$ cat src/rtl/drz_pkg.sv
`timescale 1ns / 1ps
`default_nettype none
// ----------------------------------------------------------------------------
// drz_pkg: shared types and constants
// Image size, fixed-point widths, status and job codes, register indexes.
// ----------------------------------------------------------------------------
package drz_pkg;

    // image grid of the z-buffer
    localparam int COLS        = 512;
    localparam int ROWS        = 424;
    localparam int STORE_DEPTH = ROWS * COLS;
    localparam int ADDR_W      = $clog2(STORE_DEPTH);
    localparam int LIM_W       = 13;

    // configuration port
    localparam int CFG_DATA_W = 51;
    localparam int CFG_IDX_W  = 3;
    localparam logic [CFG_IDX_W-1:0] CFG_ROT0   = 3'd0;
    localparam logic [CFG_IDX_W-1:0] CFG_ROT1   = 3'd1;
    localparam logic [CFG_IDX_W-1:0] CFG_ROT2   = 3'd2;
    localparam logic [CFG_IDX_W-1:0] CFG_TRANS  = 3'd3;
    localparam logic [CFG_IDX_W-1:0] CFG_FOCAL  = 3'd4;
    localparam logic [CFG_IDX_W-1:0] CFG_PP     = 3'd5;
    localparam logic [CFG_IDX_W-1:0] CFG_IFOCAL = 3'd6;
    localparam logic [CFG_IDX_W-1:0] CFG_LIMITS = 3'd7;
    localparam logic [31:0] LIMITS_RESET = 32'hFFFF_0000;

    // result status codes
    localparam logic [2:0] ST_READ   = 3'd0;
    localparam logic [2:0] ST_STORED = 3'd1;
    localparam logic [2:0] ST_LIMIT  = 3'd2;
    localparam logic [2:0] ST_OOV    = 3'd3;
    localparam logic [2:0] ST_OCCL   = 3'd4;

    // what the back end does with a job
    localparam logic [1:0] KIND_PASS = 2'd0;  // result fully known
    localparam logic [1:0] KIND_READ = 2'd1;  // read entry and clear it
    localparam logic [1:0] KIND_ZBUF = 2'd2;  // depth test and update

    // projection divider: numerator fx*q, denominator qz, clipped quotient
    localparam int NUM_W   = 66;
    localparam int DEN_W   = 24;
    localparam int QUO_W   = 26;
    localparam int HI_W    = NUM_W - QUO_W;
    localparam int DIV_LAT = QUO_W + 1;

    // transformed point width (mm Q.8)
    localparam int Q_W = 41;

    // queue between front and back
    localparam int QDEPTH = 4;
    localparam int QAW    = 2;

    typedef struct packed {
        logic [1:0]        kind;
        logic [2:0]        status;
        logic [15:0]       z;
        logic [8:0]        row;
        logic [8:0]        col;
        logic [ADDR_W-1:0] addr;
    } t_job;

    typedef struct packed {
        logic [2:0]  status;
        logic [15:0] z;
        logic [8:0]  row;
        logic [8:0]  col;
    } t_res;

    typedef struct packed {
        logic       ok;
        logic [8:0] val;
    } t_axis;

    // u = trunc((ratio + c + 0.5 px) / 2^14), checked against the grid size
    function automatic t_axis map_axis(input logic signed [QUO_W:0] q,
                                       input logic ovf,
                                       input logic [23:0] c,
                                       input logic [LIM_W-1:0] lim);
        logic signed [27:0] s;
        t_axis a;
        s = 28'(q) + $signed({4'b0, c}) + 28'sd8192;
        if (!s[27]) begin
            a.ok  = !ovf && (s[26:14] < lim);
            a.val = s[22:14];
        end else begin
            // negative sums above -1.0 truncate to index zero
            a.ok  = !ovf && (s > -28'sd16384);
            a.val = '0;
        end
        return a;
    endfunction

    function automatic logic [ADDR_W-1:0] grid_addr(input logic [8:0] row,
                                                    input logic [8:0] col);
        return ADDR_W'(int'(row) * COLS + int'(col));
    endfunction

endpackage
`default_nettype wire

$ cat src/rtl/drz_queue.sv
`timescale 1ns / 1ps
`default_nettype none
// ----------------------------------------------------------------------------
// drz_queue: short job FIFO between front and back
// Register-based, first-word fall-through head.
// ----------------------------------------------------------------------------
module drz_queue import drz_pkg::*; (
    input  wire logic i_clk,
    input  wire logic i_rst_n,
    input  wire logic i_push,
    input  t_job      i_job,
    output logic      o_full,
    input  wire logic i_pop,
    output t_job      o_head,
    output logic      o_empty
);
    t_job           r_mem [QDEPTH];
    logic [QAW-1:0] r_wp, r_rp;
    logic [QAW:0]   r_cnt;

    assign o_full  = (r_cnt == (QAW+1)'(QDEPTH));
    assign o_empty = (r_cnt == '0);
    assign o_head  = r_mem[r_rp];

    always_ff @(posedge i_clk) begin
        if (i_push) begin
            r_mem[r_wp] <= i_job;
        end
    end

    always_ff @(posedge i_clk) begin
        if (!i_rst_n) begin
            r_wp  <= '0;
            r_rp  <= '0;
            r_cnt <= '0;
        end else begin
            if (i_push) begin
                r_wp <= r_wp + 1'b1;
            end
            if (i_pop) begin
                r_rp <= r_rp + 1'b1;
            end
            r_cnt <= r_cnt + (QAW+1)'(i_push) - (QAW+1)'(i_pop);
        end
    end
endmodule
`default_nettype wire

$ cat config.mk
export PLATFORM = sky130hd
export DESIGN_NAME = drz_queue
export DESIGN_NICKNAME = d
export VERILOG_FILES = /design/src/rtl/drz_pkg.sv /design/src/rtl/drz_queue.sv
export SDC_FILE = /design/constraint.sdc
export NUM_CORES = 1
export LEC_CHECK = 0
export BUFFER_PORTS_ARGS = -buffer_cell sky130_fd_sc_hd__buf_2
export CAP_MARGIN = 0
export CELL_PAD_IN_SITES_DETAIL_PLACEMENT = 0
export CELL_PAD_IN_SITES_GLOBAL_PLACEMENT = 1
export CORE_MARGIN = 8
export CORE_UTILIZATION = 50
export DETAILED_ROUTE_END_ITERATION = 8
export GPL_ROUTABILITY_DRIVEN = 0
export GPL_TIMING_DRIVEN = 0
export PLACE_DENSITY = 0.85
export SLEW_MARGIN = 30
export SYNTH_ARGS = -nofsm -noshare
export SYNTH_HDL_FRONTEND = slang
export SYNTH_SLANG_ARGS = --single-unit
$ cat constraint.sdc
create_clock -name i_clk -period 3 [get_ports i_clk]
set_clock_uncertainty 0.15 [all_clocks]
set_input_delay 0.15 -clock i_clk [delete_from_list [all_inputs] [get_ports i_clk]]
set_output_delay 0.15 -clock i_clk [all_outputs]
set_load 0.02 [all_outputs]
==> impl_metrics.csv, run 1 <==
group,metric,value,unit
drt,vias,4112,
clock_network,cts_buffer_depth,3,
status,status,"completed",
floorplan,die_area,21790,µm²
global_route,overflow,0,
finish,layout.nets,617,
global_route,antenna_found_initial,1,
pwr,power.density,678.3,nW/µm²
pwr,p_leak,3.778,nW
global_route,grt_pass1_wl,25300,µm
place,dp_hpwl,10130,µm
clock_network,numCtsBuffers,23,
hold_path,hp-class,"input pin to flip-flop",
timing,worst_slack,0.6793,ns
synth,yosys_warnings,0,
synth,postSynthAreaPerCell,25.47,µm²
synth,synthCells,340,
timing,finalSetupViolCount,0,
floorplan,initial_utilization,0.5060,
timing,max_freq,430.9,MHz
timing,tightest_slew,0.6165,ns
critical_path,slowest_stage,"mux4_2",
finish,areaGrowthSynthToFinish,26.25,%
synth,syn_nets,408,
critical_path,cp_data_arrival_time,2.02,ns
critical_path,endpoint_kind,"output pin",
timing,maxSlewHeadroom,0.5890,
critical_path,worstPathCellList,"buf_2 -> buf_2 -> mux4_2 -> buf_2",
drt,post-route-drc-count,0,
timing,slew_violations,0,
clock_network,cts_tree,"yes",
flow_run,cap_violations,0,
clock_network,root_buffer,"clkbuf_16",
critical_path,start_kind,"flip-flop",
place,port_buffers,119,
critical_path,cp.required,2.70,ns
critical_path,r2r_slack,1.01,ns
clock_network,path_clk_slew,0.06,ns
floorplan,fp.coreArea,17120,µm²
timing,period_share,0.7736,
synth,netlist-cell-type-count,20,
pwr,finalPower,7.417,mW
critical_path,path_class,"flip-flop to output pin",
global_route,grt_usage,0.1493,
drt,ant_nets,0,
synth,synth_seq_cells,237,
timing,rsz0062_at_grt,"false",
place,place_ws,1.026,ns
drt,drtIter0Drc,195,
floorplan,die_h,147.6,µm
critical_path,cpMostUsedCell,"buf_2",
drt,via_per_inst,5.218,
drt,wl_per_cell,20.37,µm
critical_path,cp_max_fo,10,
finish,drive_above_1_share,0.3950,
global_route,grt_max_degree,33,
floorplan,num_io_pins,120,
hold_path,hp-start,"i_job[31]",
drt,totalWireLength,16050,µm
critical_path,rr_startpoint,"r_cnt[0]$_SDFF_PN0_",
clock_network,clock_latency,0.49,ns
timing,layout_min_cycle_time,2.321,ns
finish,postLayoutCoreUtil,0.6388,
drt,drt_first_pass_iters,4,
synth,syn-cell-area,8661,µm²
pwr,ir_drop,589.5,µV
timing,hold_slack,0.2517,ns
critical_path,critical-path-max-stage-delay,0.36,ns
clock_network,cts.sinks,237,
global_route,grt_pass1_vias,4602,
synth,yosysSeqAreaShare,0.8113,
clock_network,htreeDepth,1,
clock_network,cts_resized,0,
floorplan,std_cell_rows,48,
floorplan,die_w,147.6,µm
timing,finalHoldViolations,0,
[synthesized netlist by cell type]
cell type / number / area (µm²)
edfxtp_1: 228 / 6847
nand3b_1: 1 / 7.510
nor2_1: 5 / 18.77
inv_1: 7 / 26.28
a21bo_2: 1 / 10.01
mux4_2: 57 / 1284
ha_1: 6 / 75.07
and2_1: 6 / 37.54
mux2i_1: 1 / 10.01
fa_1: 1 / 20.02
buf_2: 4 / 20.02
xnor2_1: 2 / 17.52
xor3_1: 1 / 23.77
a21oi_1: 1 / 5.000
buf_4: 2 / 15.01
clkbuf_1: 2 / 7.510
buf_6: 4 / 45.04
dfxtp_1: 9 / 180.2
and3_1: 1 / 6.260
nor3_1: 1 / 5.000
[area by class of cell]
class	count	area, µm²
Buffer	12	87.58
Inverter	7	26.28
Sequential cell	237	7027
Fill cell	1164	6182
Tap cell	225	281.5
Clock inverter	6	83.83
Timing Repair Buffer	184	1286
Clock buffer	32	609.3
Multi-Input combinational cell	84	1530
Antenna cell	1	2.502
[placed cells by master, fill, tap and decap left out, types with 2 or more instances in the layout]
master         netlist  routed
bufinv_16            0       2
and2_1               6       2
nor2_1               5       5
edfxtp_1           228     228
buf_2                4     123
ha_1                 6       6
dfxtp_1              9       9
and2_4               0       4
inv_1                7       7
clkinv_1             0       2
xnor2_1              2       2
dlygate4sd3_1        0      61
clkbuf_16            0      23
buf_4                2       2
buf_12               0       4
mux4_2              57      57
buf_6                4       4
clkbuf_1             2      11
[through the flow]
step / cells / TNS (ns) / area [µm²]
floorplan: 340 / 0 / 8661
detailed placement: 688 / 0 / 9628
global route: 788 / 0 / 10930
global placement: 684 / -106.75 / 9538
finish: 788 / 0 / 10930
CTS: 787 / 0 / 10930
[path summary, 6_finish.rpt]
| kind | to | depth (start not counted) |
|---|---|---|
| max reg2reg | r_cnt[2]$_SDFF_PN0_ | 7 |
| min reg2reg | flip-flop | 2 |
| min | r_mem[3][31]$_DFFE_PP_ | 2 |
| max | o_head[49] | 4 |
[where the power goes]
group	leakage (nW)	total, mW	switching (mW)	internal, mW
registers	2.17	3.85	0.0471	3.80
logic	1.27	0.894	0.487	0.406
clock network	0.335	2.67	1.09	1.58
total	3.78	7.42	1.62	5.79
[per-layer routing]
layer | GRT usage | wire length, µm | vias to the layer above
met5 | 0 | 0 | -
met3 | 0.04127 | 1098 | 25
met1 | 0.1766 | 6234 | 2091
met2 | 0.2626 | 8432 | 134
li1 | - | - | 1862
met4 | 0.04233 | 287 | 0
[critical path, delay by kind of cell (launching register included)]
family / cells / cell delay, ns
multiplexers: 1 / 0.36
buffers and inverters: 3 / 0.81
flip-flops: 1 / 0.35
[sequential cells by signal (all words and copies together) (netlist names), named ones only]
signal	cells
r_wp	2
r_mem	228
r_cnt	3
r_rp	2
[repair_timing]
item	4_1_cts	5_1_grt
endpoints found under the hold margin	237	0
hold buffers	61	0
setup buffers	0	0
[kinds of logic after synthesis]
family	Yosys count	synth area share
flip-flops	237	0.8113
multiplexers	58	0.1494
buffers and inverters	19	0.01315
AND/OR/NAND/NOR	14	0.008669
adder cells (fa/ha/maj)	7	0.01098
XOR/XNOR	3	0.004767
AO/OA/AOI/OAI	2	0.001733
No activity file was read; power rests on OpenSTA's default activity.
==> inputs of run 2 (changes only) <==
- CORE_UTILIZATION: 50 -> 45
- PLACE_DENSITY: 0.85 -> 0.81
- clock period: 3 -> 2 ns (I/O delays scaled with it)
==> impl_metrics.csv, run 2 (synthesis results as in run 1) <==
group,metric,value,unit
status,status,"finished with violations",
status,violations,"negative setup slack",
drt,post-route-drc-count,0,
timing,max_freq,466.1,MHz
floorplan,die_h,154.7,µm
timing,worst_slack,-0.1455,ns
hold_path,holdPathStages,2,
finish,top_regs,"r_mem (228), r_cnt (3)",
global_route,grt_pass1_vias,4759,
global_route,overflow,0,
timing,finalHoldViolations,0,
pwr,p_seq_frac,0.497,
floorplan,die_w,154.7,µm
finish,fin_area,11520,µm²
finish,layout_commonest_cell,"edfxtp_1",
drt,drtIter0Drc,151,
critical_path,path_class,"flip-flop to output pin",
pwr,clkPwrFrac,0.363,
critical_path,crit_cells,4,
critical_path,slowest_stage,"mux4_2",
global_route,antenna_found_initial,0,
place,place_ws,0.05575,ns
hold_path,hp-class,"input pin to flip-flop",
finish,areaGrowthSynthToFinish,33.05,%
critical_path,critical-path-max-stage-delay,0.52,ns
floorplan,initial_utilization,0.4615,
finish,largest_reg_flops,228,
finish,layout_common_cells,"edfxtp_1 (228), buf_2 (77), dlygate4sd3_1 (60), mux4_2 (57), buf_6 (48)",
drt,ant_nets,0,
place,place_area,9639,µm²
finish,top_register,"r_mem",
finish,drive_above_1_share,0.4221,
global_route,grt_usage,0.1372,
drt,vias,4177,
pwr,p_switching,2.561,mW
pwr,p_int,9.063,mW
timing,setup_tns,-5.427,ns
pwr,p_comb_frac,0.140,
drt,wl_per_cell,20.55,µm
timing,slew_violations,0,
critical_path,cp_top_family,"multiplexers",
clock_network,cts.sinks,237,
timing,finalSetupViolCount,57,
clock_network,cts_buffer_depth,3,
pwr,switching_share,0.2203,
clock_network,cts_tree,"yes",
floorplan,num_io_pins,120,
clock_network,numCtsBuffers,24,
place,dp_hpwl,10080,µm
critical_path,reg2regPathDepth,7,
clock_network,path_clk_slew,0.06,ns
pwr,power.density,1009,nW/µm²
global_route,grt_max_degree,33,
timing,maxSlewHeadroom,0.6714,
finish,layout.nets,629,
finish,diodes,0,
critical_path,worstPathCellList,"buf_12 -> clkbuf_16 -> mux4_2 -> buf_6",
timing,layout_min_cycle_time,2.145,ns
global_route,grt_pass1_wl,25570,µm
clock_network,htreeDepth,1,
drt,via_per_inst,5.144,
finish,nFillCells,1285,
critical_path,cp_data_arrival_time,1.90,ns
drt,drt_first_pass_iters,6,
flow_run,cap_violations,0,
pwr,p_leak,4.018,nW
floorplan,fp.coreArea,18770,µm²
critical_path,cp_max_fo,6,
timing,period_share,1.073,
drt,totalWireLength,16690,µm
critical_path,timing.critical_path.buf_inv,3,
place,port_buffers,119,
timing,rsz0062_at_grt,"true",
clock_network,root_buffer,"clkbuf_16",
floorplan,die_area,23940,µm²
floorplan,std_cell_rows,50,
critical_path,start_kind,"flip-flop",
pwr,ir_drop,726.1,µV
clock_network,clock_latency,0.49,ns
timing,tightest_slew,0.4929,ns
critical_path,cp.required,1.75,ns
critical_path,endpoint_kind,"output pin",
-- run 2: cell count changes in the layout (fill, tap and decap cells not counted), moves of 2 or more --
cell       delta
buf_2        -46
clkinv_1      +6
buf_12        +5
clkbuf_1      -9
buf_4         +4
buf_6        +44
clkbuf_16     +7
clkbuf_2      +2
dfxtp_1       -2
clkinv_2      +4
-- run 2: worst paths after layout --
kind                   startpoint                endpoint  slack (ns)
max                     flip-flop              o_head[43]       -0.15
max reg2reg   r_cnt[0]$_SDFF_PN0_     r_cnt[2]$_SDFF_PN0_        0.06
min reg2reg  r_rp[1]$_SDFFE_PN0P_               flip-flop        0.41
min                     i_job[37]  r_mem[2][37]$_DFFE_PP_        0.20
-- run 2: repair_timing --
action,4_1_cts,5_1_grt
hold endpoints to repair,237,0
endpoints found under the setup margin,57,58
setup buffers,5,2
resized for setup,33,77
gates cloned,0,5
hold buffers,60,0
-- run 2: cell type report --
class	count	area [µm²]	share of cell area
clock inverter	16	122.6	0.01064
sequential	237	7032	0.6102
multi-input combinational	84	1530	0.1328
timing repair buffer	195	1735	0.1506
tap	234	292.8	0.02541
inverter	7	26.28	0.002280
clock buffer	27	633.1	0.05494
buffer	12	151.4	0.01314
-- run 2: through the flow --
step	hold slack [ns]	total power, mW	cells	util
4_1_cts	0.1769	11.55	805	0.5935
2_1_floorplan	0.04887	6.665	340	-
3_5_place_dp	0.1664	7.151	697	0.5136
5_1_grt	0.1872	12.03	812	0.6140
3_3_place_gp	0.1595	7.082	693	0.5091
6_report	0.2013	11.62	812	0.6140
-- run 2: power groups by stage --
stage	combinational (mW)	clock [mW]	sequential, mW
final	1.63	4.22	5.78
after global routing	1.73	4.51	5.79
after CTS	1.45	4.32	5.78
after detailed placement	1.27	0	5.88
after global placement	1.22	0	5.87
after floorplan	0.809	0	5.86
-- run 2: per-layer routing --
metal	vias up	global-route usage	routed length, µm
met5	-	0	0
met4	0	0.03220	321
met3	22	0.03594	867
met2	105	0.2456	8696
met1	2158	0.1628	6802
li1	1892	-	-
